===== config.mk =====
export PLATFORM = sky130hd
export DESIGN_NAME = cfr_sqrt
export DESIGN_NICKNAME = d
export VERILOG_FILES = /design/src/rtl/core/cfr_sqrt_cell.sv /design/src/rtl/core/cfr_sqrt.sv
export SDC_FILE = /design/constraint.sdc
export NUM_CORES = 2
export LEC_CHECK = 0
export ABC_CLOCK_PERIOD_IN_PS = 4900
export BUFFER_PORTS_ARGS = -buffer_cell sky130_fd_sc_hd__buf_2
export CAP_MARGIN = 20
export CORE_UTILIZATION = 35
export DETAILED_ROUTE_END_ITERATION = 7
export PLACE_DENSITY = 0.47
export SLEW_MARGIN = 10
export SYNTH_ARGS = -nofsm -noshare
export SYNTH_HDL_FRONTEND = slang
export SYNTH_SLANG_ARGS = --single-unit

===== constraint.sdc =====
create_clock -name clk -period 4.9 [get_ports clk]
set_clock_uncertainty 0.05 [all_clocks]
set_input_delay 0.735 -clock clk [delete_from_list [all_inputs] [get_ports clk]]
set_output_delay 0.735 -clock clk [all_outputs]
set_load 0.05 [all_outputs]

===== src/rtl/core/cfr_sqrt_cell.sv =====
module cfr_sqrt_cell #(
  parameter int ROOT_W = 24,
  parameter int SIDE_W = 1
) (
  input  logic                clk,
  input  logic                rst_n,
  input  logic                v_i,
  input  logic [ROOT_W-1:0]   rem_i,
  input  logic [ROOT_W-1:0]   root_i,
  input  logic [2*ROOT_W-1:0] num_i,
  input  logic [SIDE_W-1:0]   side_i,
  output logic                v_o,
  output logic [ROOT_W-1:0]   rem_o,
  output logic [ROOT_W-1:0]   root_o,
  output logic [2*ROOT_W-1:0] num_o,
  output logic [SIDE_W-1:0]   side_o
);

  logic [ROOT_W+1:0]   cur, trial;
  logic                take;
  logic [ROOT_W-1:0]   rem_nxt, root_nxt;
  logic [2*ROOT_W-1:0] num_nxt;
  logic                v_r;
  logic [ROOT_W-1:0]   rem_r, root_r;
  logic [2*ROOT_W-1:0] num_r;
  logic [SIDE_W-1:0]   side_r;

  // one root digit: bring down two operand bits, try root*4+1
  always_comb begin
    cur      = {rem_i, num_i[2*ROOT_W-1 -: 2]};
    trial    = {root_i, 2'b01};
    take     = cur >= trial;
    rem_nxt  = take ? ROOT_W'(cur - trial) : cur[ROOT_W-1:0];
    root_nxt = {root_i[ROOT_W-2:0], take};
    num_nxt  = {num_i[2*ROOT_W-3:0], 2'b00};
  end

  always_ff @(posedge clk) begin
    if (!rst_n) begin
      v_r <= 1'b0;
    end else begin
      v_r <= v_i;
    end
  end

  always_ff @(posedge clk) begin
    rem_r  <= rem_nxt;
    root_r <= root_nxt;
    num_r  <= num_nxt;
    side_r <= side_i;
  end

  assign v_o    = v_r;
  assign rem_o  = rem_r;
  assign root_o = root_r;
  assign num_o  = num_r;
  assign side_o = side_r;

endmodule


===== src/rtl/core/cfr_sqrt.sv =====
module cfr_sqrt #(
  parameter int WORD_W = 32,
  parameter int FRAC_W = 16,
  parameter int SIDE_W = 1
) (
  input  logic              clk,
  input  logic              rst_n,
  input  logic              v_i,
  input  logic [WORD_W-1:0] a_i,
  input  logic [SIDE_W-1:0] side_i,
  output logic              v_o,
  output logic [WORD_W-1:0] root_o,
  output logic [SIDE_W-1:0] side_o
);

  localparam int ROOT_W = (WORD_W + FRAC_W + 1) / 2;

  logic                vv [0:ROOT_W];
  logic [ROOT_W-1:0]   rm [0:ROOT_W];
  logic [ROOT_W-1:0]   rt [0:ROOT_W];
  logic [2*ROOT_W-1:0] nm [0:ROOT_W];
  logic [SIDE_W-1:0]   sd [0:ROOT_W];

  assign vv[0] = v_i;
  assign rm[0] = '0;
  assign rt[0] = '0;
  assign nm[0] = (2 * ROOT_W)'({a_i, {FRAC_W{1'b0}}});
  assign sd[0] = side_i;

  for (genvar i = 0; i < ROOT_W; i++) begin : g_cell
    cfr_sqrt_cell #(
      .ROOT_W(ROOT_W),
      .SIDE_W(SIDE_W)
    ) u_cell (
      .clk   (clk),
      .rst_n (rst_n),
      .v_i   (vv[i]),
      .rem_i (rm[i]),
      .root_i(rt[i]),
      .num_i (nm[i]),
      .side_i(sd[i]),
      .v_o   (vv[i+1]),
      .rem_o (rm[i+1]),
      .root_o(rt[i+1]),
      .num_o (nm[i+1]),
      .side_o(sd[i+1])
    );
  end

  assign v_o    = vv[ROOT_W];
  assign root_o = WORD_W'(rt[ROOT_W]);
  assign side_o = sd[ROOT_W];

endmodule


# Word-level counts from Yosys, hierarchy flattened
# Index checks and enable logic that the tools add are counted.
[totals] ff_bits=1119 inputBits=36 output_inout_bits=34 word_cells=188
[op_classes] n_addsub=23 n_lt_le_gt_ge=24 mux=23
[ops] cell="$mux W24" n=22
[ops] cell="$ge A26 B10 Y1" n=1
[ops] cell="$ge A26 B11 Y1" n=1
[ops] cell="$ge A26 B12 Y1" n=1
[ops] cell="$ge A26 B13 Y1" n=1
[ops] cell="$ge A26 B14 Y1" n=1
[ops] cell="$ge A26 B15 Y1" n=1
[ops] cell="$ge A26 B16 Y1" n=1
[ops] cell="$ge A26 B17 Y1" n=1
[ops] cell="$ge A26 B18 Y1" n=1
[ops] cell="$ge A26 B19 Y1" n=1
[ops] cell="$ge A26 B20 Y1" n=1
[ops] cell="$ge A26 B21 Y1" n=1
[ops] cell="$ge A26 B22 Y1" n=1
[ops] cell="$ge A26 B23 Y1" n=1
[ops] cell="$ge A26 B24 Y1" n=1
[ops] cell="$ge A26 B25 Y1" n=1
[ops] cell="$ge A26 B3 Y1" n=1
[ops] cell="$ge A26 B4 Y1" n=1
[ops] cell="$ge A26 B5 Y1" n=1
[ops] cell="$ge A26 B6 Y1" n=1
[ops] cell="$ge A26 B7 Y1" n=1
[ops] cell="$ge A26 B8 Y1" n=1
[ops] cell="$ge A26 B9 Y1" n=1
[ops] cell="25 further kinds" n=25

# Depth between registers and ports, before layout
[logic_depth] ltp_word=2 mapped_depth=15 ltp_nobuf=14

# Hierarchy
# A second synthesis with hierarchy kept.
[unflattened] cells_unflattened=8337 area_unflattened_um2=90600.6
[by_module_without_submodules] module="cfr_sqrt_cell" n_inst=24 cells_each=347 area_per_inst_um2=3772.4 seq_area_each_um2=1921.8
[by_module_without_submodules] module="cfr_sqrt" n_inst=1 cells_each=9 area_per_inst_um2=63.8 seq_area_each_um2=0.0

# Least setup slack after synthesis
# Ideal clock, no wire load.
[synth_path] kind="register -> register" from="reg g_cell[19].u_cell.rem_r[0]" to="reg g_cell[20].u_cell.rem_r[10]" setup_ns=0.133 arrival_ns=3.185 required_ns=4.717 setup_slack_ns=1.532 path_stages_with_launch=15 n_path_buf=3 synth_period_minus_slack_ns=3.368 path_cell_list="dfxtp_1 -> ha_1 -> inv_1 -> fa_1 -> nor2b_1 -> o21ai_0 -> a21o_1 -> a311oi_1 -> a21oi_1 -> o211ai_1 -> a211o_1 -> clkbuf_1 -> clkbuf_1 -> buf_1 -> a21oi_1"
[synth_via] elab_chain_len=2 elab_cells_between_ends=3 classes_between="1 x add/sub; 1 x order compare; 1 x mux"
[synth_rtl] item="start: declaration" line_no="cfr_sqrt_cell.sv:24" rtl="logic [ROOT_W-1:0] rem_r, root_r;"
[synth_rtl] item="start signal: assignment" line_no="cfr_sqrt_cell.sv:47" rtl="rem_r <= rem_nxt;"
[synth_rtl] item="$sub A24 B22 Y24 / $ge A26 B22 Y1 (equally long branches)" line_no="cfr_sqrt_cell.sv:33, cfr_sqrt_cell.sv:32"
[synth_rtl] item="$mux W24 *" line_no="cfr_sqrt_cell.sv:33" rtl="rem_nxt = take ? ROOT_W'(cur - trial) : cur[ROOT_W-1:0];"
[synth_rtl] item="named net g_cell[20].u_cell.rem_nxt[10]" line_no="cfr_sqrt_cell.sv:21" rtl="logic [ROOT_W-1:0] rem_nxt, root_nxt;"
[synth_rtl] item="end signal: assignment" line_no="cfr_sqrt_cell.sv:47"
[synth_rtl] item="end: declaration" line_no="cfr_sqrt_cell.sv:24"
# The timed path passes the listed nets; every way through them passes the cells marked *.
# A chain may end at the register's enable or synchronous reset.

# Final worst setup path
[layout_path] from="reg g_cell[19].u_cell.rem_r[0]" to="reg g_cell[20].u_cell.rem_r[3]"
# The elaborated chain is that of the path after synthesis.

==> metrics.md <==
| Metric | Value |
|---|---|
| Final Net Count | `4942` |
| Worst-path clk slew | `60 ps` |
| Row Count | `128` |
| Worst path slowest cell | `a211o_1` |
| Worst VDD drop | `362.7 uV` |
| Number of hold buffers added after CTS | `0` |
| Final hold violations | `0` |
| Crit path from | `g_cell[19].u_cell.rem_o[0]$_SDFF_PP0_` |
| I/O Buffers | `61` |
| Total grt overflow | `0` |
| Arr. time, crit path | `4370 ps` |
| Wirelength per Cell | `13.82 um` |
| LEAKAGE | `23.48 nW` |
| Antenna violations before repair | `2` |
| Yosys warning count | `0` |
| Root Driver | `clkbuf_16` |
| Max Root-Sink Buffers | `3` |
| Share of synthesized registers carrying an async set or reset | `0%` |
| Met1 Use GR | `18.66%` |
| Number of synthesized flops with an enable pin | `0` |
| R2R cell count | `12` |
| Critical register-to-register path startpoint | `g_cell[19].u_cell.rem_o[0]$_SDFF_PP0_` |
| Number of global-route vias before repair | `28245` |
| CP top delay family | `compound AO/OA/AOI/OAI gates` |
| Worst-Skew Late Latency | `700 ps` |
| Hold Crit Class | `in2reg` |
| Number of DRC markers in iteration 0 | `1577` |
| First-pass GRT wire length | `143.8 mm` |
| Die W | `353.9 um` |
| Die Ht | `353.9 um` |
| Synth Cell Area | `43330 um^2` |
| Core Area | `122400 um^2` |
| Ratio of final minimum period to clock period | `77.53%` |
| # Max-Cap Violations | `0` |
| Final hold slack | `85.04 ps` |
| Status | `completed` |
| Mapped Avg Cell Area | `9.720 um^2` |
| Synth Register Bits | `1103` |
| Max FO, Critical Path | `22` |
| Startpoint types | `flip-flop` |
| Die area | `125200 um^2` |
| DP HPWL | `66.57 mm` |
| GRT busiest layer | `met2` |
| M2 GR Usage | `22.54%` |
| Clk sink count | `1103` |
| TritonCTS clock tree | `done` |
| All-Layer GR Usage | `13.86%` |
| Setup Fix Bufs, Post-CTS | `0` |
| DRT antenna net count | `0` |
| Post-DR vias/cell | `4.636` |
| Detailed-route wire length | `87.36 mm` |
| # resized after CTS | `0` |
| Worst reg-to-reg setup slack | `1100 ps` |
| Worst-Margin Slew | `877.6 ps` |
| Gpl congestion | `0.8361` |
| Critical path class | `reg2reg` |
| Worst reg2reg endpoint | `g_cell[20].u_cell.rem_o[3]$_DFF_P_` |
| Fin Setup TNS | `0 ps` |
| Area grow syn2layout | `15.31%` |
| Crit path cell chain | `ha_1 -> inv_1 -> fa_1 -> nor2b_1 -> o21ai_0 -> a21o_1 -> a311oi_1 -> a21oi_1 -> o211ai_1 -> a211o_1 -> buf_4 -> mux2i_1` |
| Htree depth | `3` |
| Primary FF master, synth | `dfxtp_1` |
| Cts bufs inserted | `120` |
| RSZ-0062 raised after global routing | `no` |
| Slew Limit Fails | `0` |
| Layout cell share with drive strength beyond 1 | `7.778%` |
| Largest net degree at the start of global routing | `36` |
| IO Pins | `70` |
| Max incr delay on CP | `650 ps` |
| Final setup viols | `0` |
| Slew HR | `40.57%` |
| Power Density | `531.2 nW/um^2` |
| Cells after synthesis | `4458` |
| Worst Path Buf+Inv | `2` |
| Drt drc | `0` |
| Routing usage on met3 | `2.392%` |
| Vias | `29292` |
| CP Capture Type | `flip-flop` |
| Crit path capture | `g_cell[20].u_cell.rem_o[3]$_DFF_P_` |
| Fmax | `0.2632 GHz` |
| Netlist cell types | `81` |
| Final worst path period need | `3799 ps` |
| Seq/Total Area, Yosys | `50.96%` |
| Levels on crit path | `12` |
| Initial core utilization | `35.41%` |
| CP required | `5470 ps` |
| Pre-antenna DRT Iters | `5` |
-- cell usage in the layout (no fill, tap or decap), drive strengths merged, types with 32 or more instances in the layout --
cell / count
a21o: 78
nand2: 347
nor2: 238
mux2: 33
inv: 444
o31ai: 34
nor3: 92
nor2b: 48
o21ai: 304
nand3: 80
xor2: 190
o21a: 58
buf: 83
clkbuf: 158
nor4: 54
a21oi: 255
dfxtp: 1103
xnor2: 185
ha: 310
or3: 44
nand2b: 76
and2: 32
clkinv: 36
nand4: 36
-- report_power, final --
part | internal (mW) | total (mW) | switching, mW | leakage (nW)
Sequential | 10.7 | 11.9 | 1.22 | 9.20
Combinational | 2.27 | 5.03 | 2.76 | 12.2
Clock | 5.94 | 9.61 | 3.67 | 2.11
Total | 18.9 | 26.5 | 7.65 | 23.5
-- layer usage --
metal / part of all wire [%] / vias up
met5: 0.015 / -
met3: 3.8 / 134
met1: 49 / 13328
li1: - / 15461
met2: 45 / 367
met4: 2.2 / 2
-- worst min path at each step --
| stage | startpoint | to | cells after the start |
|---|---|---|---|
| 2_1_floorplan | g_cell[9].u_cell.num_o[36]$_DFF_P_ | g_cell[10].u_cell.num_o[38]$_DFF_P_ | 0 |
| 3_3_place_gp | g_cell[3].u_cell.num_o[27]$_DFF_P_ | g_cell[4].u_cell.num_o[29]$_DFF_P_ | 0 |
| 3_5_place_dp | g_cell[9].u_cell.num_o[41]$_DFF_P_ | g_cell[10].u_cell.num_o[43]$_DFF_P_ | 0 |
| 4_1_cts | a_i[19] | g_cell[0].u_cell.num_o[37]$_DFF_P_ | 1 |
| 5_1_grt | a_i[19] | g_cell[0].u_cell.num_o[37]$_DFF_P_ | 1 |
| 6_report | a_i[19] | g_cell[0].u_cell.num_o[37]$_DFF_P_ | 1 |
-- final cells by class --
type	instances	area (um^2)
sequential	1103	22080
timing repair buffer	84	486.7
tap	1625	2033
multi-input combinational	2839	19380
fill	12130	72390
clock buffer	158	3401
clock inverter	68	927.1
antenna	1	2.502
inverter	441	1655
-- cells by family after synthesis --
| kind of cell | after synthesis | synth area share [%] |
|---|---|---|
| AO/OA/AOI/OAI | 912 | 12.82 |
| multiplexers | 46 | 1.158 |
| other | 1 | 0.008654 |
| AND/OR/NAND/NOR | 1180 | 13.59 |
| XOR/XNOR | 375 | 7.580 |
| buffers and inverters | 524 | 4.611 |
| adder cells (fa/ha/maj) | 317 | 9.275 |
| flip-flops | 1103 | 50.96 |
-- worst reg2reg max path: stages, from the launching register on --
cell,delay [ps]
dfxtp_1,350
ha_1,190
inv_1,60
fa_1,400
nor2b_1,120
o21ai_0,110
a21o_1,240
a311oi_1,470
a21oi_1,290
o211ai_1,330
a211o_1,650
buf_4,300
mux2i_1,180
-- per-stage QoR --
step                utilization [%]  total power, mW  instances  cell area (um^2)  worst slack, ps
finish                        40.84            26.54       6319             49970             1101
floorplan                         -            15.67       4466             43360             1532
global route                  40.83            28.24       6318             49960            739.4
detailed placement            37.28            17.20       6090             45610             1140
global placement              37.28            17.20       6090             45610             1214
CTS                           40.82            27.02       6316             49940             1116
-- flip-flops by register name (all words and copies together) (netlist names) --
| signal | cells |
|---|---|
| g_cell.u_cell.num_o | 240 |
| g_cell.u_cell.root_o | 300 |
| g_cell.u_cell.v_o | 24 |
| g_cell.u_cell.rem_o | 515 |
| g_cell.u_cell.side_o | 24 |
-- synthesized netlist by cell type (all sizes together), types with 76 or more instances --
cell    count  area (um^2)
xor2      190         1664
a21oi     255         1276
nor3       92        465.5
dfxtp    1103        22080
xnor2     185         1620
nor2      238        893.4
a21o       78        585.6
inv       441         1655
ha        310         3879
o21ai     304         1521
nand2     347         1303
nand3      80        400.4
nand2b     76        475.5
No activity file was read; power rests on OpenSTA's default activity.
