## src/rtl/core/cfr_div_cell.sv

```systemverilog
module cfr_div_cell #(
  parameter int WORD_W = 32,
  parameter int SIDE_W = 1
) (
  input  logic              clk,
  input  logic              rst_n,
  input  logic              v_i,
  input  logic [WORD_W-1:0] rem_i,
  input  logic [WORD_W-1:0] b_i,
  input  logic [WORD_W-1:0] num_i,
  input  logic [WORD_W-1:0] q_i,
  input  logic [SIDE_W-1:0] side_i,
  output logic              v_o,
  output logic [WORD_W-1:0] rem_o,
  output logic [WORD_W-1:0] b_o,
  output logic [WORD_W-1:0] num_o,
  output logic [WORD_W-1:0] q_o,
  output logic [SIDE_W-1:0] side_o
);

  logic [WORD_W:0]   trial;
  logic              take;
  logic [WORD_W-1:0] rem_nxt, num_nxt, q_nxt;
  logic              v_r;
  logic [WORD_W-1:0] rem_r, b_r, num_r, q_r;
  logic [SIDE_W-1:0] side_r;

  // one quotient bit: shift in the next numerator bit, subtract if it fits
  always_comb begin
    trial   = {rem_i, num_i[WORD_W-1]};
    take    = trial >= {1'b0, b_i};
    rem_nxt = take ? WORD_W'(trial - {1'b0, b_i}) : trial[WORD_W-1:0];
    num_nxt = {num_i[WORD_W-2:0], 1'b0};
    q_nxt   = {q_i[WORD_W-2:0], take};
  end

  always_ff @(posedge clk) begin
    if (!rst_n) begin
      v_r <= 1'b0;
    end else begin
      v_r <= v_i;
    end
  end

  always_ff @(posedge clk) begin
    rem_r  <= rem_nxt;
    b_r    <= b_i;
    num_r  <= num_nxt;
    q_r    <= q_nxt;
    side_r <= side_i;
  end

  assign v_o    = v_r;
  assign rem_o  = rem_r;
  assign b_o    = b_r;
  assign num_o  = num_r;
  assign q_o    = q_r;
  assign side_o = side_r;

endmodule

```

## src/rtl/core/cfr_div.sv

```systemverilog
module cfr_div #(
  parameter int WORD_W = 32,
  parameter int FRAC_W = 16,
  parameter int NUM_W  = 32,
  parameter int SIDE_W = 1
) (
  input  logic              clk,
  input  logic              rst_n,
  input  logic              v_i,
  input  logic [NUM_W-1:0]  a_i,
  input  logic [WORD_W-1:0] b_i,
  input  logic [SIDE_W-1:0] side_i,
  output logic              v_o,
  output logic [WORD_W-1:0] q_o,
  output logic              sat_o,
  output logic [SIDE_W-1:0] side_o
);

  localparam int N_W   = NUM_W + FRAC_W;
  localparam int CMP_W = (N_W > 2 * WORD_W) ? N_W : 2 * WORD_W;

  logic [N_W-1:0] num;
  logic           ovf;

  logic              vv  [0:WORD_W];
  logic [WORD_W-1:0] rem [0:WORD_W];
  logic [WORD_W-1:0] bb  [0:WORD_W];
  logic [WORD_W-1:0] nn  [0:WORD_W];
  logic [WORD_W-1:0] qq  [0:WORD_W];
  logic [SIDE_W:0]   sd  [0:WORD_W];

  // quotient of 2^WORD_W or more (zero divisor too) saturates
  always_comb begin
    num = {a_i, {FRAC_W{1'b0}}};
    ovf = CMP_W'(num) >= (CMP_W'(b_i) << WORD_W);
  end

  assign vv[0]  = v_i;
  assign rem[0] = WORD_W'(num >> WORD_W);
  assign bb[0]  = b_i;
  assign nn[0]  = num[WORD_W-1:0];
  assign qq[0]  = '0;
  assign sd[0]  = {ovf, side_i};

  for (genvar i = 0; i < WORD_W; i++) begin : g_cell
    cfr_div_cell #(
      .WORD_W(WORD_W),
      .SIDE_W(SIDE_W + 1)
    ) u_cell (
      .clk   (clk),
      .rst_n (rst_n),
      .v_i   (vv[i]),
      .rem_i (rem[i]),
      .b_i   (bb[i]),
      .num_i (nn[i]),
      .q_i   (qq[i]),
      .side_i(sd[i]),
      .v_o   (vv[i+1]),
      .rem_o (rem[i+1]),
      .b_o   (bb[i+1]),
      .num_o (nn[i+1]),
      .q_o   (qq[i+1]),
      .side_o(sd[i+1])
    );
  end

  assign v_o    = vv[WORD_W];
  assign sat_o  = sd[WORD_W][SIDE_W];
  assign q_o    = sd[WORD_W][SIDE_W] ? {WORD_W{1'b1}} : qq[WORD_W];
  assign side_o = sd[WORD_W][SIDE_W-1:0];

endmodule

```

## config.mk

```make
export PLATFORM = sky130hd
export DESIGN_NAME = cfr_div
export DESIGN_NICKNAME = d
export VERILOG_FILES = /design/src/rtl/core/cfr_div_cell.sv /design/src/rtl/core/cfr_div.sv
export SDC_FILE = /design/constraint.sdc
export NUM_CORES = 2
export LEC_CHECK = 0
export BUFFER_PORTS_ARGS = -buffer_cell sky130_fd_sc_hd__buf_4
export CORE_ASPECT_RATIO = 0.75
export CORE_MARGIN = 3
export CORE_UTILIZATION = 65
export CTS_BUF_LIST = sky130_fd_sc_hd__clkbuf_4 sky130_fd_sc_hd__clkbuf_8
export CTS_CLUSTER_DIAMETER = 200
export DETAILED_ROUTE_END_ITERATION = 6
export GPL_TIMING_DRIVEN = 0
export MAX_ROUTING_LAYER = met4
export PLACE_DENSITY_LB_ADDON = 0.1
export SKIP_CTS_REPAIR_TIMING = 1
export SLEW_MARGIN = 10
export SYNTH_ARGS = -nofsm -noshare
export SYNTH_HDL_FRONTEND = slang
export SYNTH_SLANG_ARGS = --single-unit
```

## constraint.sdc

```tcl
create_clock -name clk -period 8.3 [get_ports clk]
set_input_delay 0.415 -clock clk [delete_from_list [all_inputs] [get_ports clk]]
set_output_delay 0.415 -clock clk [all_outputs]
set_load 0.005 [all_outputs]
```

### Word level (Yosys, flattened, before mapping)

Index checks and enable logic that the tools add are counted.

* bits in registers: 2728
* input bits: 68

* add/sub/neg operators: 31
* order comparisons: 33
* mux-type cells: 32

Operators by type and width (number)
* $ge 33x32->1: 31
* $mux 32: 31
* $sub 32x32->32: 30
* $ge 48x64->1: 1
* $ge 17x32->1: 1
* $sub 17x32->32: 1
* $mux 17: 1

### Longest topological paths before layout

* word-level depth: 2
* depth in mapped cells: 16

### Modules after synthesis

From an unflattened synthesis, not the netlist that was laid out.

* cell total of the unflattened synthesis: 15397
* area total of the unflattened synthesis: 155241.4 µm²

By module, submodules not included
* cfr_div_cell: instances 32, cells an instance 478, area each 4829.6 µm²
* cfr_div: instances 1, cells an instance 101, area each 693.2 µm²

### Least setup slack after synthesis

Ideal clock, no wire load.

* path type: reg2reg
* start: reg g_cell[0].u_cell.b_r[1]
* end: reg g_cell[1].u_cell.rem_r[24]
* library setup time: 0.123 ns
* arrival: 3.044 ns
* required time: 8.177 ns
* setup slack: 5.133 ns
* stages on the path, launching flop included: 15
* period minus slack after synthesis: 3.167 ns
* cell sequence: dfxtp_1 inv_1 ha_1 nor2b_1 o21a_1 o21a_1 o31a_1 o211ai_1 a31oi_1 a31o_2 a41oi_1 o21a_1 o21ai_1 buf_4 mux2_1

* longest elaborated chain between the ends: 2

RTL lines
* start: declaration: line cfr_div_cell.sv:25 `logic [WORD_W-1:0] rem_r, b_r, num_r, q_r;`
* start signal: assignment: line cfr_div_cell.sv:47 `b_r <= b_i;`
* $ge 33x32->1: line cfr_div_cell.sv:31 `take = trial >= {1'b0, b_i};`
* net g_cell[1].u_cell.take: line cfr_div_cell.sv:22 `logic take;`
* $mux 32: line cfr_div_cell.sv:32 `rem_nxt = take ? WORD_W'(trial - {1'b0, b_i}) : trial[WORD_W-1:0];`
* net g_cell[1].u_cell.rem_nxt[24]: line cfr_div_cell.sv:23 `logic [WORD_W-1:0] rem_nxt, num_nxt, q_nxt;`
* end signal: assignment: line cfr_div_cell.sv:46 `rem_r <= rem_nxt;`
* end: declaration: line cfr_div_cell.sv:25

The timed path passes the listed nets, and every way through them passes these cells.
A chain may end at the register's enable or synchronous reset.

### Final worst setup path

* start: reg g_cell[20].u_cell.b_r[1]
* end: reg g_cell[21].u_cell.rem_r[1]

* longest elaborated chain between the ends: 2

RTL lines (line)
* start: declaration: cfr_div_cell.sv:25
* start signal: assignment: cfr_div_cell.sv:47
* $sub 32x32->32 / $ge 33x32->1 (equally long branches): cfr_div_cell.sv:32, cfr_div_cell.sv:31
* $mux 32 (*): cfr_div_cell.sv:32
* net g_cell[21].u_cell.rem_nxt[1]: cfr_div_cell.sv:23
* end signal: assignment: cfr_div_cell.sv:46
* end: declaration: cfr_div_cell.sv:25

Mark *: on every way through the listed nets, which the timed path passes. The rest lies on a longest branch.

==> impl_metrics.yaml <==
worst_setup_path:
  cp-start-kind: "flop"
  cp.required_ns: 9.15
  critPathSlowestCell: "a41oi_1"
  reg2reg_setup_slack_ns: 3.70
  crit_chain: "inv_1 > ha_1 > nor2b_1 > o21ai_0 > a21oi_1 > o2111ai_1 > a211oi_1 > o21ai_1 > o31a_1 > o21ai_0 > a41oi_1 > clkbuf_1 > o21ai_0"
  end_kind: "flop"
  worst-path-buf-inv: 2
  timing.rr.start: "g_cell[20].u_cell.b_o[1]"
  path_common_cell: "o21ai_0"
  crit_type: "reg -> reg"
  r2r_end: "g_cell[21].u_cell.rem_o[1]"
  r2r_cells: 13
  path_max_fanout: 10
  arrival_ns: 5.45
  critPathTopFamily: "compound AO/OA/AOI/OAI gates"
  max_stage_delay_ns: 0.98
power_and_ir_drop:
  p_sw_mw: 18.44
  swShare: 0.3760
  p_int_mw: 30.59
  clock_power_share: 0.235
  leakagePower_nw: 62.34
  max-vdd-ir-drop_mv: 0.2252
  seqPwrFrac: 0.354
  pwr-share-comb: 0.411
  pwr_density_cell_mw_per_mm2: 370.2
global_route:
  track_usage: 0.3230
  grt_pass1_vias: 89762
  grt_pass1_wl_um: 476900
  grt_antenna_before_repair: 18
  globalRouteOverflowTotal: 0
  grt_start_max_net_pins: 18
clock_tree:
  cts.htree.levels: 5
  clk_pin_slew_ns: 0.07
  numCtsBuffers: 393
  root_buffer: "clkbuf_8"
  cts_tree: "done"
  clock_latency_ns: 1.08
  clockBufferDepth: 4
  cts_sinks: 2728
floorplanning:
  initial_core_util: 0.6570
  die_area_mm2: 0.1884
  ios: 103
  dieHeight_um: 376.7
  rows: 135
  die_w_um: 500.2
  fp.coreArea_mm2: 0.1812
logic_synthesis:
  synth_edf_count: 0
  synth.top_cell.area_share: 0.4587
  synth_flop_cell: "dfxtp_1"
  netlist_area_mm2: 0.1191
  yosysSeqAreaShare: 0.4587
  syn_area_per_cell_um2: 9.410
  async_flop_share: 0
  synthTopCellsByArea: "dfxtp_1 46%, ha_1 11%, a21oi_1 4.6%"
  synth_cell_types: 103
  synth-seq-cells: 2728
  synth_nets: 13776
  syn_inst: 12653
  yosysTopAreaCell: "dfxtp_1"
  yosys_warnings: 0
drt:
  drt_iter0_markers: 8550
  drc: 3
  drt_wl_total_um: 311400
  post_drt_wl_per_cell_um: 19.54
  firstDrtPassIters: 7
  ant_nets: 0
  via_count: 92695
  viasPerCell: 5.817
placement:
  hpwl_um: 236200
  place.port_buffers: 102
  gp_congestion: 1.006
  dpl_cell_area_mm2: 0.1228
timing:
  fmax_ghz: 0.2174
  finalSetupViolCount: 0
  tightestPinTransition_ns: 1.230
  rsz0062_at_grt: "false"
  fin_worst_skew_ns: 0.09018
  maxSlewViolCount: 0
  max-slew-margin-rel: 0.1691
  fin_crit_ns: 4.600
  finalCritPeriodShare: 0.5542
  finalHoldViolations: 0
  fin_tns_setup_ns: 0
final_layout:
  nNetsFinal: 14375
  final_cell_mix: "2728 x dfxtp_1, 1272 x inv_1, 1088 x a21oi_1"
  final_common_cell: "dfxtp_1"
  drive_above_1_share: 0.09323
  area_growth_pct: 11.23
  final_area_mm2: 0.1324
worst_hold_path:
  hold_path_depth: 2
  hold_end: "g_cell[0].u_cell.b_o[28]"
  min-delay-start: "b_i[28]"
  hp-class: "in -> reg"
run_status:
  violations: "DRC"
  outcome: "finished with violations"
run:
  max-cap-violations: 0
==> sequential cells by signal, summed over array words and instances (netlist names) <==
register	flops
g_cell.u_cell.v_o	32
g_cell.u_cell.num_o	120
g_cell.u_cell.rem_o	992
g_cell.u_cell.b_o	992
g_cell.u_cell.side_o	64
g_cell.u_cell.q_o	528
==> stage by stage <==
stage / setup slack, ns / power [mW] / hold slack, ns / util / std cells
after floorplan: 5.133 / 31.84 / 0.3096 / - / 12653
after global placement: 3.930 / 36.57 / 0.3096 / 0.6777 / 15152
after detailed placement: 3.814 / 37.07 / 0.3121 / 0.6778 / 15152
after CTS: 3.773 / 48.70 / -0.6738 / 0.7249 / 15821
after global routing: 3.369 / 52.01 / -0.01618 / 0.7307 / 15931
final: 3.700 / 49.03 / 0.03216 / 0.7307 / 15934
==> metal layers <==
layer | vias up | GRT usage | part of all wire
li1 | 44753 | - | -
met1 | 43491 | 0.4210 | 0.43
met2 | 3676 | 0.5084 | 0.45
met3 | 775 | 0.06436 | 0.081
met4 | 0 | 0.09907 | 0.031
met5 | - | - | 0
==> cell families after synthesis <==
| logic type | share of synthesized area |
|---|---|
| AOI/OAI and AO/OA | 0.1718 |
| xor gates and xnor gates | 0.06002 |
| adders and majority gates | 0.1128 |
| buffers and inverters | 0.05021 |
| DFF | 0.4587 |
| muxes | 0.03214 |
| and+or+nand+nor | 0.1144 |
==> worst register-to-register path, cell delays in order, from the launching register on <==
cell and delay [ns]:
dfxtp_1 0.41, inv_1 0.08, ha_1 0.31, nor2b_1 0.14
o21ai_0 0.36, a21oi_1 0.18, o2111ai_1 0.31, a211oi_1 0.16
o21ai_1 0.32, o31a_1 0.23, o21ai_0 0.12, a41oi_1 0.98
clkbuf_1 0.64, o21ai_0 0.20
==> cell usage after synthesis, types with 22 or more instances <==
master and n:
a31o_2 25, a221oi_1 23, nand2_1 899, o21ai_1 52
and2_1 74, nand4_1 155, nor2b_1 177, ha_1 1024
dfxtp_1 2728, o31ai_1 73, or2_2 58, nor4_1 32
o21bai_1 132, a21boi_0 40, a211oi_1 63, nor2_1 745
fa_1 31, a31oi_1 108, a21o_1 500, mux2i_1 25
o21ai_0 797, inv_1 1272, clkbuf_1 215, o211ai_1 35
mux2_2 246, mux2_1 29, a211o_1 22, xnor2_1 482
nor3_1 110, mux2_4 32, a21oi_1 1088, buf_2 50
xor2_1 334, and3_1 108, o21a_1 115, nand2b_1 155
nand3_1 194, or3_1 53
==> power groups by stage <==
| stage | Combinational, mW | Sequential (mW) | Clock (mW) |
|---|---|---|---|
| final | 20.1 | 17.4 | 11.5 |
| after global routing | 22.2 | 17.6 | 12.3 |
| after CTS | 19.6 | 17.4 | 11.7 |
| after detailed placement | 19.4 | 17.6 | 0 |
| after global placement | 19.0 | 17.6 | 0 |
| after floorplan | 15.0 | 16.9 | 0 |
==> cell type report <==
class	instances	area (µm²)
Buffer	283	1206
Clock buffer	584	7456
Sequential cell	2728	54610
Clock inverter	85	1091
Inverter	1272	4775
Antenna cell	11	27.53
Fill cell	13131	48800
Tap cell	2397	2999
Timing Repair Buffer	204	1787
Multi-Input combinational cell	8370	58480
==> how the worst max path moves through the flow <==
stage / from / to / slack, ns / depth (start not counted)
5_1_grt: g_cell[5].u_cell.b_o[1] / g_cell[6].u_cell.rem_o[27] / 3.37 / 14
6_report: g_cell[20].u_cell.b_o[1] / g_cell[21].u_cell.rem_o[1] / 3.70 / 13
2_1_floorplan: g_cell[0].u_cell.b_o[1] / g_cell[1].u_cell.rem_o[24] / 5.13 / 14
3_3_place_gp: g_cell[5].u_cell.b_o[1] / g_cell[6].u_cell.rem_o[0] / 3.93 / 13
4_1_cts: g_cell[20].u_cell.b_o[1] / g_cell[21].u_cell.rem_o[26] / 3.77 / 13
3_5_place_dp: g_cell[20].u_cell.b_o[1] / g_cell[21].u_cell.rem_o[25] / 3.81 / 13
Power figures use the tool's default switching activity.
